===== config.mk =====
export PLATFORM = sky130hd
export DESIGN_NAME = acht_fold
export DESIGN_NICKNAME = d
export VERILOG_FILES = /design/src/hw/rtl/acht_pkg.sv /design/src/hw/rtl/acht_fold.sv
export SDC_FILE = /design/constraint.sdc
export NUM_CORES = 1
export LEC_CHECK = 0
export BUFFER_PORTS_ARGS = -buffer_cell sky130_fd_sc_hd__buf_2
export CORE_MARGIN = 2
export CORE_UTILIZATION = 45
export DETAILED_ROUTE_END_ITERATION = 8
export PLACE_DENSITY = 0.67
export SLEW_MARGIN = 20
export SYNTH_ARGS = -nofsm -noshare
export SYNTH_HDL_FRONTEND = slang
export SYNTH_SLANG_ARGS = --single-unit

===== constraint.sdc =====
create_clock -name clk -period 9.1 [get_ports clk]
set_input_delay 1.82 -clock clk [delete_from_list [all_inputs] [get_ports clk]]
set_output_delay 1.82 -clock clk [all_outputs]
set_load 0.01 [all_outputs]

===== src/hw/rtl/acht_pkg.sv =====
// acht_pkg: constants, stage types and knot table builders for arccos_hermite_table
// no dependencies; knot functions are evaluated at elaboration only
`default_nettype none

package acht_pkg;

  localparam int QB           = 30;
  localparam int CORDIC_ITERS = 30;
  localparam int ROOT_STEPS   = 31;

  localparam logic [31:0] PI_Q30        = 32'hC90FDAA2;
  localparam logic [30:0] PIBY2_Q30     = 31'h6487ED51;
  localparam logic [29:0] INV_SQRT2_Q30 = 30'h2D413CCD;
  localparam logic [30:0] SQRT2_Q30     = 31'h5A82799A;
  localparam longint      PIBY4_Q30     = 64'sh3243F6A9;

  typedef struct packed {
    logic neg;
    logic big;
  } acht_side_t;

  typedef struct packed {
    logic [61:0] rad;
    logic [29:0] a;
    acht_side_t  side;
  } acht_rad_t;

  typedef struct packed {
    logic [29:0] arg;
    acht_side_t  side;
  } acht_arg_t;

  // restoring long division
  function automatic longint unsigned acht_udiv(input longint unsigned num,
                                                input longint unsigned den);
    logic [63:0] q;
    logic [63:0] r;
    logic [63:0] n;
    q = '0;
    r = '0;
    n = num;
    for (int b = 63; b >= 0; b--) begin
      r = {r[62:0], n[b]};
      if (r >= den) begin
        r = r - den;
        q[b] = 1'b1;
      end
    end
    return q;
  endfunction

  function automatic longint unsigned acht_isqrt(input longint unsigned v);
    longint unsigned r;
    longint unsigned b;
    longint unsigned w;
    r = 0;
    w = v;
    b = 64'd1 << 62;
    while (b > w) b = b >> 2;
    while (b != 0) begin
      if (w >= r + b) begin
        w = w - (r + b);
        r = (r >> 1) + b;
      end else begin
        r = r >> 1;
      end
      b = b >> 2;
    end
    return r;
  endfunction

  // atan(2^-i) in q30 from its series
  function automatic longint acht_atan(input int i);
    longint s;
    longint term;
    int     sh;
    logic [31:0] nb;
    if (i == 0) return PIBY4_Q30;
    s = 0;
    for (int n = 0; n < 32; n++) begin
      sh = i * (2 * n + 1);
      nb = 32'(n);
      if (sh <= 62) begin
        term = longint'(acht_udiv((64'd1 << 62) >> sh, 64'(2 * n + 1)));
        s = nb[0] ? s - term : s + term;
      end
    end
    return (s + (64'sd1 <<< 31)) >>> 32;
  endfunction

  function automatic longint unsigned acht_knot_x(input int k, input int n);
    return acht_udiv(64'(k) * 64'(INV_SQRT2_Q30) + (64'(n - 1) >> 1), 64'(n - 1));
  endfunction

  function automatic longint unsigned acht_knot_c(input int k, input int n);
    longint unsigned xk;
    xk = acht_knot_x(k, n);
    return acht_isqrt((64'd1 << 60) - xk * xk);
  endfunction

  function automatic logic signed [31:0] acht_knot_p(input int k, input int n);
    longint cx;
    longint cy;
    longint z;
    longint nx;
    longint ny;
    cx = longint'(acht_knot_c(k, n));
    cy = longint'(acht_knot_x(k, n));
    z  = 0;
    for (int i = 0; i < CORDIC_ITERS; i++) begin
      if (cy > 0) begin
        nx = cx + (cy >>> i);
        ny = cy - (cx >>> i);
        z  = z + acht_atan(i);
      end else begin
        nx = cx - (cy >>> i);
        ny = cy + (cx >>> i);
        z  = z - acht_atan(i);
      end
      cx = nx;
      cy = ny;
    end
    return 32'(longint'(64'(PIBY2_Q30)) - z);
  endfunction

  function automatic logic signed [31:0] acht_knot_m(input int k, input int n);
    longint unsigned den;
    longint unsigned m;
    den = acht_knot_c(k, n) * 64'(n - 1);
    m   = acht_udiv((64'(INV_SQRT2_Q30) << QB) + (den >> 1), den);
    return 32'(-longint'(m));
  endfunction

endpackage

`default_nettype wire


===== src/hw/rtl/acht_fold.sv =====
// acht_fold: saturation, sign fold and 1 - x^2 radicand, two register stages
// depends on acht_pkg
`default_nettype none

module acht_fold #(
  parameter int FRAC_BITS = 16
) (
  input  wire logic                    clk,
  input  wire logic                    rst_n,
  input  wire logic                    in_valid,
  output logic                         in_ready,
  input  wire logic [FRAC_BITS+1:0]    in_x,
  output logic                         out_valid,
  input  wire logic                    out_ready,
  output acht_pkg::acht_rad_t          out_data
);
  import acht_pkg::*;

  localparam int XW = FRAC_BITS + 2;
  localparam logic [XW-1:0] ONE_X = XW'(1) << FRAC_BITS;

  logic              v0_r, v1_r;
  logic              en0, en1;
  logic [30:0]       a0_r;
  acht_side_t        side0_r;
  acht_rad_t         data1_r;

  logic              neg;
  logic [XW-1:0]     mag_full;
  logic [FRAC_BITS:0] mag;
  logic [30:0]       a_nxt;
  logic [61:0]       sq;
  acht_rad_t         data1_nxt;

  assign en1      = !v1_r || out_ready;
  assign en0      = !v0_r || en1;
  assign in_ready = en0;

  always_comb begin
    neg      = in_x[XW-1];
    mag_full = neg ? (~in_x + XW'(1)) : in_x;
    mag      = (mag_full > ONE_X) ? ONE_X[FRAC_BITS:0] : mag_full[FRAC_BITS:0];
    a_nxt    = 31'(mag) << (QB - FRAC_BITS);
  end

  always_comb begin
    sq                  = 62'(a0_r) * 62'(a0_r);
    data1_nxt.rad       = (62'(1) << 60) - sq;
    data1_nxt.a         = a0_r[29:0];
    data1_nxt.side      = side0_r;
  end

  always_ff @(posedge clk) begin
    if (!rst_n) begin
      v0_r <= 1'b0;
      v1_r <= 1'b0;
    end else begin
      if (en0) v0_r <= in_valid;
      if (en1) v1_r <= v0_r;
    end
  end

  always_ff @(posedge clk) begin
    if (en0) begin
      a0_r          <= a_nxt;
      side0_r.neg   <= neg;
      side0_r.big   <= a_nxt > 31'(INV_SQRT2_Q30);
    end
    if (en1) data1_r <= data1_nxt;
  end

  assign out_valid = v1_r;
  assign out_data  = data1_r;

endmodule

`default_nettype wire


==> out/qor.yml <==
status: "finished, final reports clean"
tns_ns: 0
cts_setup_buffers: 0
synth_area_sq_um: 12400
grt_max_degree: 51
fin_crit_ns: 8.50
holdBufCountCts: 0
setup_viol: 0
drt_pass1_iterations: 5
ys.flop_type: "edfxtp_1"
worst_slew_pin_slew_ns: 0.975
wire_per_inst_um: 15.5
worstSetupEndpointType: "flop"
area_delta_synth_final_pct: 6.85
yosys.area.top_type: "fa_1"
fin_util: 0.490
period_share: 0.934
avgSynthCellArea_sq_um: 9.33
die_y_um: 170
core_sq_um: 27000
yosys_warnings: 0
clkSinkCount: 71
dieWidth_um: 170
drtIter0Drc: 351
p_leak_nw: 6.71
max_freq_mhz: 118
synth_top_cell_area_share: 0.311
antenna_left: 0
holdWs_ns: 0.435
root_buffer: "clkbuf_16"
dieArea_sq_um: 28800
hold_class: "flop to flop"
avgViaCountPerCell: 5.20
worstPathMaxFanout: 18
gr-usage-all-layers: 0.194
slew_headroom: 0.342
crit_type: "flop to flop"
gr-total-overflow: 0
n_antenna_cell: 0
critical_path_arrival_ns: 8.60
fin_skew_ns: 0.0127
crit_required_ns: 9.21
cts_buffers: 9
vias: 8992
place.gp.congestion: 0.894
antenna_found_initial: 0
drv_slew: 0
dpl_cell_area_sq_um: 12900
rows: 60
fin_ws_ns: 0.603
grt_pass1_vias: 9077
synth_common_cells: "inv_1 (291), fa_1 (192), nand2_1 (124), ha_1 (108), edfxtp_1 (69)"
syn-instance-count: 1326
clk-insertion-delay-late_ns: 0.36
h-tree-depth: 3
vdd_drop_max_mv: 0.137
ys_async_sr_fraction: 0
nets: 1706
power_mw: 2.88
seq_area_frac_synth: 0.171
power_density_nw_per_um2: 218
routed_wl_mm: 26.8
ys_top_cells_by_area: "fa_1 (31%), edfxtp_1 (17%), ha_1 (11%)"
ys_ff_latch: 71
grt_pass1_wl_mm: 44.3
io_buffers: 75
hold_viol: 0
pre_cts_slack_ns: 0.603
dp.cells: 1714
cts_resized: 0
io-pin-count: 118
drc: 0
final_area_sq_um: 13200
synth-edff-count: 69
cts_tree: "yes"
synth_most_common_cell: "inv_1"
cts_max_path_buffers: 2
drv_cap: 0
start_util: 0.459
rsz0062_at_grt: "false"
place_hpwl_mm: 22.0
ys_types: 75
final_cells: 1730
clkTransAtPathRegs_ns: 0.07
drive_above_1_share: 0.0936
cp-start-kind: "flop"
==> where the power goes <==
group | leakage [nW] | total (mW) | internal (mW) | switching, mW
logic | 5.80 | 2.00 | 0.778 | 1.22
registers | 0.759 | 0.536 | 0.493 | 0.0430
clock network | 0.143 | 0.352 | 0.194 | 0.158
total | 6.71 | 2.88 | 1.46 | 1.42
==> layout make-up <==
type                       instances  area, sq um
clock buffer                      10          239
multi-input combinational        919         8800
tap                              341          427
sequential                        71         2110
clock inverter                     6         45.0
inverter                         291         1090
fill                            2554        13700
timing repair buffer              92          503
==> state kept, by name, summed over array words and instances (netlist names) <==
| name | cells |
|---|---|
| v0_r | 1 |
| out_valid | 1 |
| out_data | 50 |
| a0_r | 17 |
| data1_nxt | 2 |
==> layer usage <==
layer,up-vias,part of all wire,track usage
met4,0,0.014,0.0457
li1,4238,-,-
met1,4499,0.42,0.246
met2,223,0.52,0.354
met5,-,0,0
met3,32,0.043,0.0236
==> placed cells by master, fill, tap and decap left out, types with 3 or more instances in the layout <==
cell type  count
fa_1         192
buf_4         17
o21a_1         9
nor4b_1        3
nand4b_1       5
xor2_1        34
o21ba_2        3
nand2_1      124
nand3_1        9
a211oi_1       8
nor3_1        16
nor3b_1        3
or2_2          3
o31ai_1        8
nand4_1        8
a21o_1         6
buf_2         75
ha_1         108
conb_1        42
o21ai_1        3
mux2i_1        3
nor2_1        65
inv_1        290
and4_1         3
nor2b_1       10
o21ai_0       34
a21oi_1       40
xnor2_1       31
o211ai_1       5
and2_1        56
nand2b_1      10
or3_1         11
or4_1          6
o41ai_1        3
edfxtp_1      69
nor4_1         9
a21boi_0       3
a211o_1        4
clkbuf_16      9
clkinv_4       3
==> critical path: stages (launching register included) <==
cell	delay, ns
edfxtp_1	0.81
and2_1	0.28
inv_1	0.07
fa_1	0.49
inv_1	0.05
fa_1	0.48
inv_1	0.06
fa_1	0.51
inv_1	0.05
ha_1	0.32
fa_1	0.54
inv_1	0.05
fa_1	0.58
inv_1	0.06
ha_1	0.38
a21oi_1	0.30
o21ai_0	0.19
a221oi_1	0.52
a21oi_1	0.23
xor2_1	0.22
a2111o_1	0.34
or4_1	0.65
or4b_4	0.57
o211a_1	0.23
a221oi_2	0.19
xnor2_1	0.09
==> kinds of logic after synthesis <==
| kind of cell | synth area share |
|---|---|
| AOI/OAI and AO/OA | 0.0844 |
| xor gates and xnor gates | 0.0460 |
| adders and majority gates | 0.420 |
| buffers and inverters | 0.130 |
| DFF | 0.171 |
| muxes | 0.00425 |
| other | 0.000303 |
| and+or+nand+nor | 0.144 |
==> path summary, 6_finish.rpt <==
kind | from | to | slack (ns) | cells past startpoint
min | data1_nxt[0]$_DFFE_PP_ | out_data[0]$_DFFE_PP_ | 0.43 | 0
max | a0_r[21]$_DFFE_PP_ | out_data[93]$_DFFE_PP_ | 0.60 | 25
max reg2reg | a0_r[21]$_DFFE_PP_ | out_data[93]$_DFFE_PP_ | 0.60 | 25
min reg2reg | data1_nxt[0]$_DFFE_PP_ | out_data[0]$_DFFE_PP_ | 0.43 | 0
Note: power is estimated with default switching activity, not from simulation.
