<file path="src/hw/rtl/acht_pkg.sv">
// acht_pkg: constants, stage types and knot table builders for arccos_hermite_table
// no dependencies; knot functions are evaluated at elaboration only
`default_nettype none

package acht_pkg;

  localparam int QB           = 30;
  localparam int CORDIC_ITERS = 30;
  localparam int ROOT_STEPS   = 31;

  localparam logic [31:0] PI_Q30        = 32'hC90FDAA2;
  localparam logic [30:0] PIBY2_Q30     = 31'h6487ED51;
  localparam logic [29:0] INV_SQRT2_Q30 = 30'h2D413CCD;
  localparam logic [30:0] SQRT2_Q30     = 31'h5A82799A;
  localparam longint      PIBY4_Q30     = 64'sh3243F6A9;

  typedef struct packed {
    logic neg;
    logic big;
  } acht_side_t;

  typedef struct packed {
    logic [61:0] rad;
    logic [29:0] a;
    acht_side_t  side;
  } acht_rad_t;

  typedef struct packed {
    logic [29:0] arg;
    acht_side_t  side;
  } acht_arg_t;

  // restoring long division
  function automatic longint unsigned acht_udiv(input longint unsigned num,
                                                input longint unsigned den);
    logic [63:0] q;
    logic [63:0] r;
    logic [63:0] n;
    q = '0;
    r = '0;
    n = num;
    for (int b = 63; b >= 0; b--) begin
      r = {r[62:0], n[b]};
      if (r >= den) begin
        r = r - den;
        q[b] = 1'b1;
      end
    end
    return q;
  endfunction

  function automatic longint unsigned acht_isqrt(input longint unsigned v);
    longint unsigned r;
    longint unsigned b;
    longint unsigned w;
    r = 0;
    w = v;
    b = 64'd1 << 62;
    while (b > w) b = b >> 2;
    while (b != 0) begin
      if (w >= r + b) begin
        w = w - (r + b);
        r = (r >> 1) + b;
      end else begin
        r = r >> 1;
      end
      b = b >> 2;
    end
    return r;
  endfunction

  // atan(2^-i) in q30 from its series
  function automatic longint acht_atan(input int i);
    longint s;
    longint term;
    int     sh;
    logic [31:0] nb;
    if (i == 0) return PIBY4_Q30;
    s = 0;
    for (int n = 0; n < 32; n++) begin
      sh = i * (2 * n + 1);
      nb = 32'(n);
      if (sh <= 62) begin
        term = longint'(acht_udiv((64'd1 << 62) >> sh, 64'(2 * n + 1)));
        s = nb[0] ? s - term : s + term;
      end
    end
    return (s + (64'sd1 <<< 31)) >>> 32;
  endfunction

  function automatic longint unsigned acht_knot_x(input int k, input int n);
    return acht_udiv(64'(k) * 64'(INV_SQRT2_Q30) + (64'(n - 1) >> 1), 64'(n - 1));
  endfunction

  function automatic longint unsigned acht_knot_c(input int k, input int n);
    longint unsigned xk;
    xk = acht_knot_x(k, n);
    return acht_isqrt((64'd1 << 60) - xk * xk);
  endfunction

  function automatic logic signed [31:0] acht_knot_p(input int k, input int n);
    longint cx;
    longint cy;
    longint z;
    longint nx;
    longint ny;
    cx = longint'(acht_knot_c(k, n));
    cy = longint'(acht_knot_x(k, n));
    z  = 0;
    for (int i = 0; i < CORDIC_ITERS; i++) begin
      if (cy > 0) begin
        nx = cx + (cy >>> i);
        ny = cy - (cx >>> i);
        z  = z + acht_atan(i);
      end else begin
        nx = cx - (cy >>> i);
        ny = cy + (cx >>> i);
        z  = z - acht_atan(i);
      end
      cx = nx;
      cy = ny;
    end
    return 32'(longint'(64'(PIBY2_Q30)) - z);
  endfunction

  function automatic logic signed [31:0] acht_knot_m(input int k, input int n);
    longint unsigned den;
    longint unsigned m;
    den = acht_knot_c(k, n) * 64'(n - 1);
    m   = acht_udiv((64'(INV_SQRT2_Q30) << QB) + (den >> 1), den);
    return 32'(-longint'(m));
  endfunction

endpackage

`default_nettype wire

</file>
<file path="src/hw/rtl/acht_isqrt.sv">
// acht_isqrt: pipelined floor square root, one result bit per register stage
// depends on acht_pkg; picks the folded argument at its output
`default_nettype none

module acht_isqrt (
  input  wire logic           clk,
  input  wire logic           rst_n,
  input  wire logic           in_valid,
  output logic                in_ready,
  input  acht_pkg::acht_rad_t in_data,
  output logic                out_valid,
  input  wire logic           out_ready,
  output acht_pkg::acht_arg_t out_data
);
  import acht_pkg::*;

  typedef struct packed {
    logic [33:0] rem;
    logic [30:0] root;
    logic [61:0] rad;
    logic [29:0] a;
    acht_side_t  side;
  } step_t;

  step_t st_r   [ROOT_STEPS];
  step_t prev_w [ROOT_STEPS];
  logic  v_r    [ROOT_STEPS];
  logic  vin_w  [ROOT_STEPS];
  logic  en     [ROOT_STEPS+1];

  assign en[ROOT_STEPS] = out_ready;
  assign in_ready       = en[0];

  for (genvar i = 0; i < ROOT_STEPS; i++) begin : g_step
    step_t       st_nxt;
    logic [33:0] rem_sh;
    logic [33:0] trial;
    logic        ge;

    if (i == 0) begin : g_first
      always_comb begin
        prev_w[i].rem  = '0;
        prev_w[i].root = '0;
        prev_w[i].rad  = in_data.rad;
        prev_w[i].a    = in_data.a;
        prev_w[i].side = in_data.side;
      end
      assign vin_w[i] = in_valid;
    end else begin : g_rest
      assign prev_w[i] = st_r[i-1];
      assign vin_w[i]  = v_r[i-1];
    end

    assign en[i] = !v_r[i] || en[i+1];

    always_comb begin
      rem_sh      = {prev_w[i].rem[31:0], prev_w[i].rad[61:60]};
      trial       = {1'b0, prev_w[i].root, 2'b01};
      ge          = rem_sh >= trial;
      st_nxt.rem  = ge ? rem_sh - trial : rem_sh;
      st_nxt.root = {prev_w[i].root[29:0], ge};
      st_nxt.rad  = prev_w[i].rad << 2;
      st_nxt.a    = prev_w[i].a;
      st_nxt.side = prev_w[i].side;
    end

    always_ff @(posedge clk) begin
      if (!rst_n) v_r[i] <= 1'b0;
      else if (en[i]) v_r[i] <= vin_w[i];
    end

    always_ff @(posedge clk) begin
      if (en[i]) st_r[i] <= st_nxt;
    end
  end

  assign out_valid     = v_r[ROOT_STEPS-1];
  assign out_data.arg  = st_r[ROOT_STEPS-1].side.big ? st_r[ROOT_STEPS-1].root[29:0]
                                                     : st_r[ROOT_STEPS-1].a;
  assign out_data.side = st_r[ROOT_STEPS-1].side;

endmodule

`default_nettype wire

</file>
<file path="config.mk">
export PLATFORM = sky130hd
export DESIGN_NAME = acht_isqrt
export DESIGN_NICKNAME = d
export VERILOG_FILES = /design/src/hw/rtl/acht_pkg.sv /design/src/hw/rtl/acht_isqrt.sv
export SDC_FILE = /design/constraint.sdc
export NUM_CORES = 2
export LEC_CHECK = 0
export BUFFER_PORTS_ARGS = -buffer_cell sky130_fd_sc_hd__buf_2
export CAP_MARGIN = 30
export CORE_ASPECT_RATIO = 1.4
export CORE_MARGIN = 5
export CORE_UTILIZATION = 30
export CTS_CLUSTER_SIZE = 14
export DETAILED_ROUTE_END_ITERATION = 10
export HOLD_SLACK_MARGIN = 0.15
export PLACE_DENSITY = 0.53
export REMOVE_ABC_BUFFERS = 1
export SYNTH_ARGS = -nofsm -noshare
export SYNTH_HDL_FRONTEND = slang
export SYNTH_MEMORY_MAX_BITS = 65536
export SYNTH_SLANG_ARGS = --single-unit
export TNS_END_PERCENT = 30
</file>
<file path="constraint.sdc">
create_clock -name clk -period 18.8 [get_ports clk]
set_input_delay 2.82 -clock clk [delete_from_list [all_inputs] [get_ports clk]]
set_output_delay 2.82 -clock clk [all_outputs]
set_load 0.005 [all_outputs]
</file>
==> results.ini <==
[run_status]
status = finished, final reports clean

[sta]
finalHoldViolCount = 0
rsz0062_at_grt = no
min_period_over_period_pct = 60.9
setup_violations = 0
maxSlewViolCount = 0
timing.fmax_mhz = 87.4
setup_tns_ps = 0
finalCriticalPeriod_ps = 11450
relSlewSlack_pct = 33.3
tightest_slew_ps = 988
clock_skew_ps = 53.9
hold-worst-slack_ps = 373

[yosys]
yosys_warnings = 0
async_reset_ff_share_pct = 0
netlist_instances = 9369
synth_edf_count = 3360
synth_seq_cells = 3361
synthTopCellsByArea = edfxtp_1 72%, ha_1 4.7%, xnor2_1 2.4%, xor2_1 2.2%, inv_1 1.8%
synth_area_um2 = 139000
ys.flop_type = edfxtp_1
yosys-top-cells-count = 3360 x edfxtp_1, 672 x inv_1, 613 x nand2_1
synth_top_area_cell = edfxtp_1
synth.distinct_cells = 94
ys_seq_area_share_pct = 72.4
avgSynthCellArea_um2 = 14.9
synth_most_common_cell = edfxtp_1
yosysTopAreaCellShare_pct = 72.4

[floorplanning]
initial_core_util_pct = 30.1
die-area_um2 = 478000
core_um2 = 463000
num_rows = 296
ios = 132
fp.dieH_um = 816
die_width_um = 586

[setup_path]
path_class = in2out
crit_required_ps = 15980
end_kind = output port
crit_start = out_ready
r2r_slack_ps = 11940
critPathLaunchType = input port
r2r_start = v_r[15][0]
cp_data_arrival_time_ps = 8630
crit_fanout = 54
reg2regPathDepth = 17
reg2reg_to = st_r[0][390]
crit_end = in_ready

[place]
dpl.hpwl_mm = 204
port_buffers = 131
gp_congestion = 0.934

[grt]
antenna_found_initial = 19
grt_max_degree = 86
grt_pass1_wl_mm = 419
first_global_vias = 76894
overflow = 0
grt.total_usage_pct = 11.0

[clocking]
clkLatencyLatePin_ps = 910
clk_pin_slew_ps = 60
ctsHoldBuffers = 0
cts_max_level = 5
cts_sinks = 3361
cts_resized = 0
cts_setup_buffers = 0
cts_buffers = 347
cts_tree = built
root_buffer = clkbuf_16
cts_buffer_depth = 4

[drt]
routed_wl_mm = 268
drtPass1Iterations = 6
drc = 0
viasPerCell = 4.47
drt_iter0_drc = 3438
dr_total_vias = 72338
wl_per_cell_um = 16.5
ant_nets = 0

[pwr]
power.density_nw_per_um2 = 118
static-leakage-power_uw = 0.0619
ir_drop_mv = 0.0810

[cells_and_area]
nFillCells = 44073
layout.nets = 10426
syn2layout_area_growth_pct = 14.2
layout-drive-gt1-share_pct = 9.35

[run]
maxCapViolations = 0

[min_path]
hold_path.class = reg2reg

cells by family (layout without fill, tap and decap cells):
group,after synthesis,in the layout,synth area share [%]
AND/OR/NAND/NOR,2246,2246,8.06
adder cells (fa/ha/maj),528,528,4.74
flip-flops,3361,3361,72.4
buffers and inverters,811,1521,2.22
multiplexers,118,118,0.946
other,1,4,0.00269
AO/OA/AOI/OAI,1567,1567,6.96
XOR/XNOR,737,737,4.63
worst max-delay path, cell delays in order:
cell and delay [ps]:
buf_2 140, nor2b_1 290, and2_1 220, clkinv_2 650
nor2_1 530, and2_1 390, inv_4 300, nor4_1 410
buf_4 220, and2_1 390, inv_4 330, nor2_1 500
inv_4 210, nor2_1 210, buf_4 220, and2_1 290
nand2_4 260, buf_2 220
layer usage:
layer / global-route usage (%) / wire length [um] / share of wire, % / vias up
li1: - / - / - / 35859
met1: 10.1 / 88600 / 33 / 34377
met2: 22.3 / 152000 / 57 / 1396
met3: 1.71 / 9260 / 3.5 / 706
met4: 6.30 / 17400 / 6.5 / 0
met5: 0 / 0 / 0 / -
how the worst min path moves through the flow:
stage | start | endpoint | slack [ps] | cells after the start
after global routing | st_r[1][1] | st_r[1][158] | 380 | 0
after floorplan | st_r[0][841] | st_r[0][1000] | 400 | 0
after detailed placement | st_r[0][868] | st_r[0][1027] | 400 | 0
after CTS | st_r[1][1] | st_r[1][158] | 370 | 0
final | st_r[1][1] | st_r[1][158] | 370 | 0
after global placement | st_r[1][1889] | st_r[1][2046] | 400 | 0
placed cells by master, fill, tap and decap left out, drive strengths merged, types with 44 or more instances in the layout:
cell type / netlist / routed
edfxtp: 3360 / 3360
inv: 675 / 682
nand2: 613 / 613
ha: 528 / 528
nor2: 505 / 505
o21ai: 478 / 478
a21oi: 439 / 439
clkbuf: 98 / 414
xnor2: 381 / 381
xor2: 356 / 356
buf: 38 / 217
nor3: 199 / 199
clkinv: 0 / 169
a21o: 151 / 151
nand3: 146 / 146
or3: 119 / 119
nand2b: 118 / 118
mux2: 109 / 109
nor4: 108 / 108
o21a: 106 / 106
nand4: 88 / 88
nor2b: 74 / 74
o31ai: 69 / 69
and3: 59 / 59
or2: 49 / 49
or4: 46 / 46
a211oi: 44 / 44
per-stage QoR:
stage	total power [uW]	utilization (%)	setup WS, ps	instances	cell area [um2]
floorplan	11600	-	362	9233	139000
global placement	12300	31.9	7250	15547	148000
detailed placement	12400	31.9	7210	15554	148000
CTS	19100	34.3	7150	16182	159000
global route	19700	34.3	6780	16189	159000
finish	18800	34.3	7350	16191	159000
layout make-up:
type | count | area, um2 | area share [%]
timing repair buffer | 218 | 1400 | 0.883
inverter | 675 | 2560 | 1.61
multi-input combinational | 5197 | 35500 | 22.3
clock inverter | 214 | 1990 | 1.25
sequential | 3361 | 101000 | 63.5
tap | 6109 | 7640 | 4.81
clock buffer | 414 | 9020 | 5.67
antenna | 3 | 7.51 | 0.00472
sequential cells by signal, summed over array words and instances, names as in the netlist:
name	count
st_r	3330
v_r	31
report_power, final:
| group | leakage, uW | switching, uW | internal (uW) |
|---|---|---|---|
| combinational | 0.0221 | 1230 | 956 |
| clock | 0.00536 | 2780 | 3790 |
| sequential | 0.0344 | 656 | 9390 |
Power figures use the tool's default switching activity.
